===== config.mk =====
export PLATFORM = sky130hd
export DESIGN_NAME = keyed_fifo_replacement_cache
export DESIGN_NICKNAME = d
export VERILOG_FILES = /design/src/hw/rtl/kfrc_pkg.sv /design/src/hw/rtl/kfrc_ram.sv /design/src/hw/rtl/kfrc_ctrl.sv /design/src/hw/rtl/kfrc_dpath.sv /design/src/hw/rtl/keyed_fifo_replacement_cache.sv
export SDC_FILE = /design/constraint.sdc
export NUM_CORES = 1
export LEC_CHECK = 0
export BUFFER_PORTS_ARGS = -buffer_cell sky130_fd_sc_hd__buf_2
export CAP_MARGIN = 20
export CORE_AREA = 2 2 311 313
export DETAILED_ROUTE_END_ITERATION = 16
export DIE_AREA = 0 0 313 315
export PLACE_DENSITY = 0.62
export RECOVER_POWER = 25
export SYNTH_ARGS = -nofsm -noshare
export SYNTH_HDL_FRONTEND = slang
export SYNTH_SLANG_ARGS = --single-unit

===== constraint.sdc =====
create_clock -name clk -period 11.84 [get_ports clk]
set_input_delay 1.184 -clock clk [delete_from_list [all_inputs] [get_ports clk]]
set_output_delay 1.184 -clock clk [all_outputs]
set_load 0.01 [all_outputs]

===== src/hw/rtl/kfrc_pkg.sv =====
package kfrc_pkg;

  // Cache geometry.
  localparam int ENTRIES       = 16;
  localparam int PAYLOAD_WIDTH = 32;
  localparam int IDX_W         = (ENTRIES > 1) ? $clog2(ENTRIES) : 1;
  localparam int KEY_W         = 19;

  // Item actions.
  localparam logic ACT_LOOKUP = 1'b0;
  localparam logic ACT_INSERT = 1'b1;

  // Input item.
  typedef struct packed {
    logic        action;
    logic [10:0] species;
    logic [7:0]  form;
    logic [31:0] payload;
  } in_item_t;

  // Result item.
  typedef struct packed {
    logic        hit;
    logic [3:0]  hit_index;
    logic [31:0] payload_out;
  } out_item_t;

  // Controller states.
  typedef enum logic [1:0] {
    S_IDLE,
    S_COMPARE,
    S_SELECT,
    S_DONE
  } state_t;

  // Commands from the controller to the datapath.
  typedef struct packed {
    logic load_item;
    logic capture_match;
    logic capture_select;
    logic deliver;
  } cmd_t;

endpackage


===== src/hw/rtl/kfrc_ram.sv =====
module kfrc_ram #(
  parameter int WIDTH = 32,
  parameter int DEPTH = 16
) (
  input  logic                                  clk,
  input  logic                                  we,
  input  logic [((DEPTH > 1) ? $clog2(DEPTH) : 1)-1:0] waddr,
  input  logic [WIDTH-1:0]                      wdata,
  input  logic [((DEPTH > 1) ? $clog2(DEPTH) : 1)-1:0] raddr,
  output logic [WIDTH-1:0]                      rdata
);

  logic [WIDTH-1:0] mem [DEPTH];

  // One write port and one registered read port.
  always_ff @(posedge clk) begin
    if (we) begin
      mem[waddr] <= wdata;
    end
    rdata <= mem[raddr];
  end

endmodule


===== src/hw/rtl/kfrc_ctrl.sv =====
module kfrc_ctrl (
  input  logic               clk,
  input  logic               rst,
  input  logic               in_valid,
  output logic               in_ready,
  output logic               out_valid,
  input  logic               out_ready,
  output kfrc_pkg::cmd_t     cmd
);

  kfrc_pkg::state_t state;
  kfrc_pkg::state_t state_next;
  logic             out_free;

  // The output register can take a new item when it is empty or being drained.
  assign out_free = !out_valid || out_ready;

  // Next-state logic.
  always_comb begin
    state_next = state;
    case (state)
      kfrc_pkg::S_IDLE: begin
        if (in_valid) begin
          state_next = kfrc_pkg::S_COMPARE;
        end
      end
      kfrc_pkg::S_COMPARE: state_next = kfrc_pkg::S_SELECT;
      kfrc_pkg::S_SELECT:  state_next = kfrc_pkg::S_DONE;
      kfrc_pkg::S_DONE: begin
        if (out_free) begin
          state_next = kfrc_pkg::S_IDLE;
        end
      end
      default: state_next = kfrc_pkg::S_IDLE;
    endcase
  end

  // Output decode.
  always_comb begin
    in_ready = 1'b0;
    cmd      = '0;
    case (state)
      kfrc_pkg::S_IDLE: begin
        in_ready      = 1'b1;
        cmd.load_item = in_valid;
      end
      kfrc_pkg::S_COMPARE: cmd.capture_match  = 1'b1;
      kfrc_pkg::S_SELECT:  cmd.capture_select = 1'b1;
      kfrc_pkg::S_DONE:    cmd.deliver        = out_free;
      default: cmd = '0;
    endcase
  end

  // State register and output valid flag.
  always_ff @(posedge clk) begin
    if (rst) begin
      state     <= kfrc_pkg::S_IDLE;
      out_valid <= 1'b0;
    end else begin
      state <= state_next;
      if (cmd.deliver) begin
        out_valid <= 1'b1;
      end else if (out_ready) begin
        out_valid <= 1'b0;
      end
    end
  end

endmodule


===== src/hw/rtl/kfrc_dpath.sv =====
module kfrc_dpath (
  input  logic                clk,
  input  logic                rst,
  input  kfrc_pkg::cmd_t      cmd,
  input  kfrc_pkg::in_item_t  in_data,
  output kfrc_pkg::out_item_t out_data
);

  kfrc_pkg::in_item_t                 item;
  logic [kfrc_pkg::KEY_W-1:0]         item_key;
  logic [kfrc_pkg::KEY_W-1:0]         keys [kfrc_pkg::ENTRIES];
  logic [kfrc_pkg::ENTRIES-1:0]       valid;
  logic [kfrc_pkg::ENTRIES-1:0]       match;
  logic [kfrc_pkg::ENTRIES-1:0]       match_next;
  logic [kfrc_pkg::IDX_W-1:0]         ptr;
  logic [kfrc_pkg::IDX_W-1:0]         enc_idx;
  logic                               enc_hit;
  logic [kfrc_pkg::IDX_W-1:0]         sel_idx;
  logic                               sel_hit;
  logic [kfrc_pkg::PAYLOAD_WIDTH-1:0] rd_payload;
  logic                               do_write;

  assign item_key = {item.species, item.form};

  // Key compare against every valid entry.
  always_comb begin
    for (int i = 0; i < kfrc_pkg::ENTRIES; i++) begin
      match_next[i] = valid[i] && (keys[i] == item_key);
    end
  end

  // Priority encoder: the lowest matching entry wins.
  always_comb begin
    enc_idx = '0;
    enc_hit = 1'b0;
    for (int i = kfrc_pkg::ENTRIES - 1; i >= 0; i--) begin
      if (match[i]) begin
        enc_idx = kfrc_pkg::IDX_W'(i);
        enc_hit = 1'b1;
      end
    end
  end

  // A miss on an insert allocates the entry under the insert pointer.
  assign do_write = cmd.deliver && (item.action == kfrc_pkg::ACT_INSERT) && !sel_hit;

  kfrc_ram #(
    .WIDTH(kfrc_pkg::PAYLOAD_WIDTH),
    .DEPTH(kfrc_pkg::ENTRIES)
  ) u_payload_ram (
    .clk  (clk),
    .we   (do_write),
    .waddr(ptr),
    .wdata(kfrc_pkg::PAYLOAD_WIDTH'(item.payload)),
    .raddr(enc_idx),
    .rdata(rd_payload)
  );

  // Item, match and select pipeline registers plus the result register.
  always_ff @(posedge clk) begin
    if (cmd.load_item) begin
      item <= in_data;
    end
    if (cmd.capture_match) begin
      match <= match_next;
    end
    if (cmd.capture_select) begin
      sel_idx <= enc_idx;
      sel_hit <= enc_hit;
    end
    if (cmd.deliver) begin
      out_data.hit       <= sel_hit;
      out_data.hit_index <= sel_hit ? 4'(sel_idx) : 4'd0;
      out_data.payload_out <= (sel_hit && (item.action == kfrc_pkg::ACT_LOOKUP))
                              ? 32'(rd_payload) : 32'd0;
    end
    if (do_write) begin
      keys[ptr] <= item_key;
    end
  end

  // Valid bits and the round-robin insert pointer.
  always_ff @(posedge clk) begin
    if (rst) begin
      valid <= '0;
      ptr   <= '0;
    end else if (do_write) begin
      valid[ptr] <= 1'b1;
      if (ptr == kfrc_pkg::IDX_W'(kfrc_pkg::ENTRIES - 1)) begin
        ptr <= '0;
      end else begin
        ptr <= ptr + 1'b1;
      end
    end
  end

endmodule


===== src/hw/rtl/keyed_fifo_replacement_cache.sv =====
// Fully associative cache of 16 payload words keyed by (species, form), with
// round-robin replacement. A lookup item returns hit, the lowest matching
// entry index and its payload; an insert item returns the hit and index of
// the search it made and, on a miss, writes key and payload at the insert
// pointer. The item is latched at the edge that accepts it, and its result
// then passes in order through the parallel key compare, the priority encode
// with the payload RAM read, and the result register load. The next item is
// accepted in the cycle after the result is loaded, even while that result
// still waits to be taken; the cache works on one item at a time. While a
// result waits, the following item runs up to the result stage and holds
// there, and the input stays stalled until the waiting result is taken.
// Reset clears all valid bits and the insert pointer.
module keyed_fifo_replacement_cache (
  input  logic                clk,
  input  logic                rst,
  input  logic                in_valid,
  output logic                in_ready,
  input  kfrc_pkg::in_item_t  in_data,
  output logic                out_valid,
  input  logic                out_ready,
  output kfrc_pkg::out_item_t out_data
);

  kfrc_pkg::cmd_t cmd;

  // Sequencing of one item at a time.
  kfrc_ctrl u_ctrl (
    .clk      (clk),
    .rst      (rst),
    .in_valid (in_valid),
    .in_ready (in_ready),
    .out_valid(out_valid),
    .out_ready(out_ready),
    .cmd      (cmd)
  );

  // Key store, compare, payload store and result register.
  kfrc_dpath u_dpath (
    .clk     (clk),
    .rst     (rst),
    .cmd     (cmd),
    .in_data (in_data),
    .out_data(out_data)
  );

endmodule

# After elaboration in Yosys (flattened, before gate mapping)
# Memories as Yosys holds them, arrays and structs flattened. A register that Yosys moved wholly into a read port is not among the register bits.
# Cells that the tools add are included.
dict set report word_totals {
  memories 2
  register_bits 133
  mem_bits_rw 816
}
dict set report op_classes {
  eq_ne 22
  reduce_logical 27
  magnitude_cmp 2
  addsub 1
  muxes 32
  bitwise_logic 2
}
# name words word_bits read_ports rd_ports_with_merged_regs write_ports line
set mem_list {}
lappend mem_list {u_dpath.u_payload_ram.mem 16 32 1 1 1 kfrc_ram.sv:13} ;# logic [WIDTH-1:0] mem [DEPTH];
lappend mem_list {u_dpath.keys 16 19 16 0 1 kfrc_dpath.sv:11} ;# logic [kfrc_pkg::KEY_W-1:0] keys [kfrc_pkg::ENTRIES];
# op n
set op_table {}
lappend op_table {{== test 19 bit} 16}
lappend op_table {{two-way mux 4 bit} 17}
lappend op_table {{logical AND 1 bit} 20}
lappend op_table {{bitwise OR 16 bit} 1}
lappend op_table {{OR reduction 15 bit} 1}
lappend op_table {{two-way mux 1 bit} 11}
lappend op_table {{case mux 2 bit (4 select lines)} 1}
lappend op_table {{less-than comparator 4 x 5 -> 1 bit (second input constant)} 1}
lappend op_table {{adder 4 x 1 -> 4 bit (second input constant)} 1}
lappend op_table {{demux 1 bit (select 4 bit)} 1}
lappend op_table {{== test 2 bit (second input constant)} 2}
lappend op_table {{== test 4 bit (second input constant)} 1}
lappend op_table {{greater-or-equal comparator 4 x 1 -> 1 bit (second input constant)} 1}
lappend op_table {{two-way mux 2 bit} 2}
lappend op_table {{== test 2 x 1 -> 1 bit (second input constant)} 1}
lappend op_table {{zero test 1 bit} 2}
lappend op_table {{zero test 2 bit} 1}
lappend op_table {{inequality test 2 x 1 -> 1 bit (second input constant)} 1}
lappend op_table {{inequality test 2 bit (second input constant)} 1}
lappend op_table {{AND reduction 2 bit} 1}
lappend op_table {{nonzero test 2 bit} 1}
lappend op_table {{logical OR 1 bit} 1}
lappend op_table {{NOT 1 bit} 1}

# Logic depth before layout (Yosys ltp)
# Gate-level depths: netlist of run 1.
dict set report depth {
  ltp_word 16
  mapped_depth 11
}

# Cells and area by module
# A second synthesis of run 1 with hierarchy kept.
dict set report unflattened {
  hier_cells 1901
  hier_area_um2 37484.7
}
# mod n_inst area_each_um2 cells_per_inst seq_area_each_um2
set modules_own_cells {}
lappend modules_own_cells {kfrc_ram 1 19854.0 838 16015.4}
lappend modules_own_cells {kfrc_dpath 1 17410.4 1041 12832.3}
lappend modules_own_cells {kfrc_ctrl 1 220.2 22 60.1}

# Worst setup path after synthesis of run 1
# OpenSTA, ideal clock, no wires.
dict set report synth_path {
  path_type {input to register}
  startpoint {input port out_ready}
  endpoint {memory u_dpath.keys[3][0] in the netlist's numbering (enable)}
  stages 6
  path_buffers 1
  path_slack_ns 4.072
  arrival_ns 7.243
  setup_ns 0.525
  path_cell_list {nor2b_1 > nor2b_1 > and3b_1 > clkbuf_1 > nand2_1 > nor3_1}
}
# item line
set synth_lines {}
lappend synth_lines {{from (decl)} keyed_fifo_replacement_cache.sv:20} ;# input logic out_ready,
lappend synth_lines {{to (decl)} kfrc_dpath.sv:11}

# Worst setup path in the final report of run 1
dict set report layout_path {
  startpoint {register u_dpath.match[5] in the netlist's numbering}
  endpoint {register u_dpath.u_payload_ram.rdata[4] (read register of u_dpath.u_payload_ram.mem)}
}
dict set report layout_via {
  elab_chain_cells 6
}
# item line
set layout_lines {}
lappend layout_lines {{from (decl)} kfrc_dpath.sv:13} ;# logic [kfrc_pkg::ENTRIES-1:0] match;
lappend layout_lines {{from (signal assigned)} kfrc_dpath.sv:65} ;# match <= match_next;
lappend layout_lines {{two-way mux 4 bit (6 in series)} kfrc_dpath.sv:37} ;# if (match[i]) begin
lappend layout_lines {{to (decl)} kfrc_ram.sv:10} ;# output logic [WIDTH-1:0] rdata
# Every way passes these cells.
# A chain may end at the register's enable or synchronous reset.

==> results of run 1 <==
## final timing paths
path / to / slack (ns) / cells past startpoint
hold reg to reg: u_dpath.valid[5] / 0.47 / 2
setup / recovery: u_dpath.u_payload_ram.rdata[4] / 7.15 / 10
hold / removal: u_dpath.valid[5] / 0.47 / 2
setup reg to reg: u_dpath.u_payload_ram.rdata[4] / 7.15 / 10
## critical path, stage by stage (launching register included)
cell	delay [ns]
edfxtp_1	0.52
inv_1	0.13
a2111oi_4	0.47
o311a_2	0.52
nor2_4	0.03
buf_4	0.34
inv_6	0.47
buf_4	0.84
nor2_1	0.46
a2111oi_0	0.55
and4_1	0.24
## state kept, by name, summed over array words and instances, names as in the netlist
| name | cells |
|---|---|
| u_dpath.u_payload_ram.mem | 512 |
| u_ctrl.state | 2 |
| u_dpath.item | 52 |
| u_dpath.sel_idx | 4 |
| u_dpath.match | 16 |
| u_dpath.u_payload_ram.rdata | 32 |
| u_dpath.ptr | 4 |
| u_dpath.sel_hit | 1 |
| u_dpath.keys | 304 |
| u_dpath.valid | 16 |
| u_ctrl.out_valid | 1 |
| u_dpath.out_data | 37 |
## cell type report
| class | instances | area, um^2 |
|---|---|---|
| Tap cell | 1276 | 1600 |
| Fill cell | 8166 | 52600 |
| Inverter | 28 | 110 |
| Sequential cell | 981 | 28900 |
| Clock inverter | 45 | 497 |
| Timing Repair Buffer | 149 | 877 |
| Clock buffer | 137 | 2700 |
| Multi-Input combinational cell | 1230 | 8430 |
## cells by family (layout without fill, tap and decap cells)
kind of cell / count (synthesis) / count (layout) / synth area share, %
DFF: 981 / 981 / 76.5
AOI/OAI and AO/OA: 366 / 366 / 6.52
muxes: 24 / 24 / 0.636
buffers and inverters: 158 / 359 / 1.73
xor gates and xnor gates: 307 / 307 / 7.12
adders and majority gates: 8 / 8 / 0.265
and+or+nand+nor: 525 / 525 / 7.23
## per-layer routing
metal	GRT usage (%)	vias to the layer above	share of wire, %
met5	0	-	0
met3	3.01	137	6.0
met2	30.2	675	49
met1	23.5	10400	42
met4	4.51	0	2.2
li1	-	9243	-
## layout by cell type (no fill, tap or decap), types with 23 or more instances in the layout
master	instances
nor3_1	33
and4_1	24
buf_4	55
clkbuf_1	34
o21ai_0	23
a21oi_1	143
mux2i_1	24
nor4_1	59
a211oi_1	67
nor2_1	131
and3_1	27
buf_2	89
edfxtp_1	926
and2_1	36
nand4_1	34
xor2_1	194
clkbuf_16	98
nand2_1	102
inv_1	27
dfxtp_1	55
a22oi_1	27
xnor2_1	113
## metrics by stage
step	hold slack [ns]	cell area [um^2]	power (mW)
2_1_floorplan	0.440	37800	5.15
3_3_place_gp	0.449	39900	5.57
3_5_place_dp	0.463	39900	5.62
4_1_cts	0.478	43100	8.68
5_1_grt	0.507	43100	8.93
6_report	0.472	43100	8.60
## power by group through the flow
stage | Sequential [mW] | Combinational, mW | Clock [mW]
after floorplan | 4.33 | 0.821 | 0
after global placement | 4.36 | 1.21 | 0
after detailed placement | 4.37 | 1.25 | 0
after CTS | 4.29 | 1.26 | 3.13
after global routing | 4.32 | 1.36 | 3.26
final | 4.29 | 1.23 | 3.07
==> results.yml, run 1 <==
outcome:
  status: "completed"
clocking:
  ctsRootBufferMaster: "clkbuf_16"
  tritoncts: "done"
  cts.htree.levels: 3
  cts_hold_buf: 0
  cts_sinks: 981
  path_clk_slew_ns: 0.06
  numCtsBuffers: 97
  clock_latency_ns: 0.65
  cts_resized: 0
  cts_buffer_depth: 3
  postCtsSetupBuffers: 0
setup_path:
  critPathMaxFanout: 96
  crit_path_end_kind: "flop"
  r2r_start: "u_dpath.match[5]"
  cp-startpoint: "u_dpath.match[5]"
  crit_arrival_ns: 5.31
  cp.required_ns: 12.45
  worstSetupPathType: "reg2reg"
  start_kind: "flop"
power:
  pwr-share-seq_pct: 49.9
  p_comb_share_pct: 14.4
  ir_drop_mv: 0.117
  internal_power_mw: 6.30
  netSwitchingFraction_pct: 26.7
  power_density_nw_per_um2: 199
  p_sw_mw: 2.29
  clkPwrFrac_pct: 35.7
  power.leakage_nw: 13.9
yosys:
  synth_area_leaders: "edfxtp_1, xor2_1, dfxtp_1, xnor2_1, a21oi_1"
  yosysMostFrequentCell: "edfxtp_1"
  synth_nets: 2433
  synthCells: 2369
  async_reset_ff_share_pct: 0
  synth_area_per_cell_um2: 16.0
  synth_top_area_cell: "edfxtp_1"
  ys_ff_latch: 981
  synth-main-ff-cell: "edfxtp_1"
  synth_warnings: 0
  yosysSeqAreaShare_pct: 76.5
  synth_top_area_share_pct: 73.6
  synthesis.area_um2: 37800
  synth_common_cells: "edfxtp_1, xor2_1, a21oi_1, nor2_1, xnor2_1"
  synth.distinct_cells: 61
  synth_edf_count: 926
placement:
  post-place-cells: 3664
  dp_slack_ns: 7.23
  port_buffers: 94
  gp_congestion: 0.789
  place_hpwl_mm: 45.5
layout:
  n_antenna_cell: 0
  fin_nets: 2551
  syn2layout_area_growth_pct: 14.1
  fin_cells: 3846
  finish.utilization_pct: 45.0
  drive_above_1_share_pct: 12.9
floorplan:
  dieArea_um2: 98600
  io_pins: 95
  start_util_pct: 39.5
  placementRows: 114
  fp.dieH_um: 315
  fp.dieW_um: 313
  core_um2: 95700
detailed_routing:
  finalWirelength_mm: 87.9
  drt_first_pass_iters: 5
  num_vias: 20500
  ant_nets: 0
  vias_per_cell: 5.33
  initialDrtViolationCount: 2139
  wire_per_inst_um: 22.9
  route.detailed.drc: 0
global_routing:
  track_usage_pct: 17.7
  grt_max_degree: 101
  grt_pass1_wl_mm: 130
  grt.overflow.total: 0
  grt_pass1_vias: 20900
  antenna_found_initial: 1
sta:
  worst_pin_slew_ns: 1.06
  rsz0062_at_grt: "false"
  period_minus_slack_ns: 4.69
  finalHoldViolations: 0
  setup_viol: 0
  period_share_pct: 39.6
  slew_headroom_pct: 29.6
  clock_skew_ns: 0.0233
  clock.fmax_ghz: 0.213
  maxSlewViolCount: 0
  setup_tns_ns: 0
  fin_ws_ns: 7.15
min_path:
  min_from: "u_dpath.valid[5]"
  hold_path.class: "reg2reg"
run:
  maxCapViolCount: 0
Power figures use the tool's default switching activity.
==> run 2, diff against run 1 <==
--- a/config.mk
+++ b/config.mk
@@ -10,7 +10,7 @@
 export CORE_AREA = 2 2 311 313
 export DETAILED_ROUTE_END_ITERATION = 16
 export DIE_AREA = 0 0 313 315
-export PLACE_DENSITY = 0.62
+export PLACE_DENSITY = 0.64
 export RECOVER_POWER = 25
 export SYNTH_ARGS = -nofsm -noshare
 export SYNTH_HDL_FRONTEND = slang
==> constraint.sdc (replaced) <==
create_clock -name clk -period 4.2 [get_ports clk]
set_input_delay 0.42 -clock clk [delete_from_list [all_inputs] [get_ports clk]]
set_output_delay 0.42 -clock clk [all_outputs]
set_load 0.01 [all_outputs]
==> run 2 against run 1 <==
Compared with the run above:
- wire length rose by 1.4%
- maximum frequency rose by 36%
- largest cell class unchanged
- global-route usage rose by 0.39 points
- highest routed layer unchanged
- die area did not move
- sequential share of layout area fell by 1.8 points
- final cell count rose by 2.2%
- register-to-register slack got worse by 6.4 ns
- total power rose to 2.9 times the previous value
- clock power rose to 3.0 times the previous value
- first-iteration DRC count fell by 8.4%
- hold slack got worse by 0.37 ns
==> results.yml, run 2 (synthesis gave the netlist of run 1 again) <==
setup_path:
  worstSetupPathType: "reg2reg"
  cp-startpoint: "u_dpath.match[0]"
  crit_path_end_kind: "flop"
  crit_arrival_ns: 4.06
  r2r_start: "u_dpath.match[0]"
  start_kind: "flop"
  cp.required_ns: 4.81
  critPathMaxFanout: 40
detailed_routing:
  route.detailed.drc: 0
  ant_nets: 0
  finalWirelength_mm: 89.2
  drt_first_pass_iters: 6
  num_vias: 20900
  vias_per_cell: 5.31
  wire_per_inst_um: 22.7
  initialDrtViolationCount: 1959
power:
  p_sw_mw: 6.66
  internal_power_mw: 18.1
  ir_drop_mv: 0.342
  p_comb_share_pct: 13.6
  power.leakage_nw: 14.4
  clkPwrFrac_pct: 36.6
  netSwitchingFraction_pct: 26.9
  pwr-share-seq_pct: 49.8
  report.power.total_mw: 24.8
  power_density_nw_per_um2: 560
sta:
  setup_tns_ns: 0
  rsz0062_at_grt: "false"
  clock.fmax_ghz: 0.290
  hold_slack_ns: 0.0995
  fin_ws_ns: 0.751
  slew_headroom_pct: 25.0
  clock_skew_ns: 0.0574
  period_minus_slack_ns: 3.45
  maxSlewViolCount: 0
  worst_pin_slew_ns: 1.12
  period_share_pct: 82.1
  setup_viol: 0
  finalHoldViolations: 0
min_path:
  min_from: "out_ready"
  hold_path.class: "in2reg"
global_routing:
  grt_pass1_vias: 21300
  antenna_found_initial: 3
  track_usage_pct: 18.0
  grt_pass1_wl_mm: 134
  grt_max_degree: 107
  grt.overflow.total: 0
clocking:
  path_clk_slew_ns: 0.06
  cts_sinks: 981
  clock_latency_ns: 0.68
  cts.htree.levels: 3
  cts_buffer_depth: 3
  cts_hold_buf: 52
  cts_resized: 0
  tritoncts: "done"
  ctsRootBufferMaster: "clkbuf_16"
  postCtsSetupBuffers: 0
  numCtsBuffers: 102
floorplan:
  placementRows: 114
  start_util_pct: 39.5
  fp.dieW_um: 313
  core_um2: 95700
  dieArea_um2: 98600
  fp.dieH_um: 315
  io_pins: 95
layout:
  reg_top3: "u_dpath.u_payload_ram.mem: 512 flops, u_dpath.keys: 304 flops, u_dpath.item: 52 flops"
  drive_above_1_share_pct: 13.7
  largest-register: "u_dpath.u_payload_ram.mem"
  fin_cells: 3932
  fin_nets: 2631
  layout_commonest_cell: "edfxtp_1"
  largest_reg_flops: 512
  syn2layout_area_growth_pct: 17.2
  nFillCells: 8136
  finish.utilization_pct: 46.3
  multiInputGateArea_um2: 8450
  seqCellArea_um2: 28900
  n_antenna_cell: 0
  finalInstanceArea_um2: 44300
  layout_common_cells: "edfxtp_1, xor2_1, a21oi_1"
placement:
  dp_slack_ns: 0.771
  gp_congestion: 0.806
  post-place-cells: 3686
  place_area_um2: 40300
  place_hpwl_mm: 49.2
  port_buffers: 94
run:
  maxCapViolCount: 0
outcome:
  status: "completed"
run 2: cell types whose count changed in the layout (fill, tap and decap cells not counted), sizes merged:
| cell | delta |
|---|---|
| clkinvlp | +3 |
| dlygate4sd3 | +52 |
| buf | +17 |
| clkinv | +24 |
| clkbuf | -13 |
| bufinv | +3 |
run 2: final timing paths:
| path | endpoint | slack [ns] | cells after the start |
|---|---|---|---|
| worst max-delay path | u_dpath.u_payload_ram.rdata[18] | 0.75 | 8 |
| worst max register to register | u_dpath.u_payload_ram.rdata[18] | 0.75 | 8 |
| worst min register to register | u_dpath.valid[9] | 0.48 | 2 |
| worst min-delay path | u_ctrl.out_valid | 0.1 | 4 |
run 2: layout make-up:
type,instances,area share [%]
clock buffer,118,5.97
clock inverter,75,1.76
inverter,28,0.249
multi-input combinational,1230,19.1
sequential,981,65.3
tap,1276,3.61
timing repair buffer,224,4.03
run 2: layer usage:
layer  global-route usage, %  wire, um  part of all wire (%)  vias up
li1                        -         -                     -     9450
met1                    24.3     38400                    43    10700
met2                    30.5     43600                    49      652
met3                    2.49      4910                   5.5      134
met4                    5.46      2190                   2.5        0
met5                       0         0                     0        -
run 2: power groups by stage:
stage | combinational [mW] | sequential (mW) | clock, mW
after floorplan | 2.31 | 12.2 | 0
after global placement | 3.26 | 12.5 | 0
after detailed placement | 3.36 | 12.6 | 0
after CTS | 3.41 | 12.4 | 9.24
after global routing | 3.70 | 12.4 | 9.65
final | 3.38 | 12.4 | 9.07
run 2: worst max-delay path: stages (launching register included):
cell and delay (ns):
edfxtp_1 0.58, or4_1 0.64, o32ai_1 0.16, a21o_2 0.18, or2_2 0.86, buf_4 0.38, a21oi_1 0.07, a221oi_1 0.30
and4_1 0.23
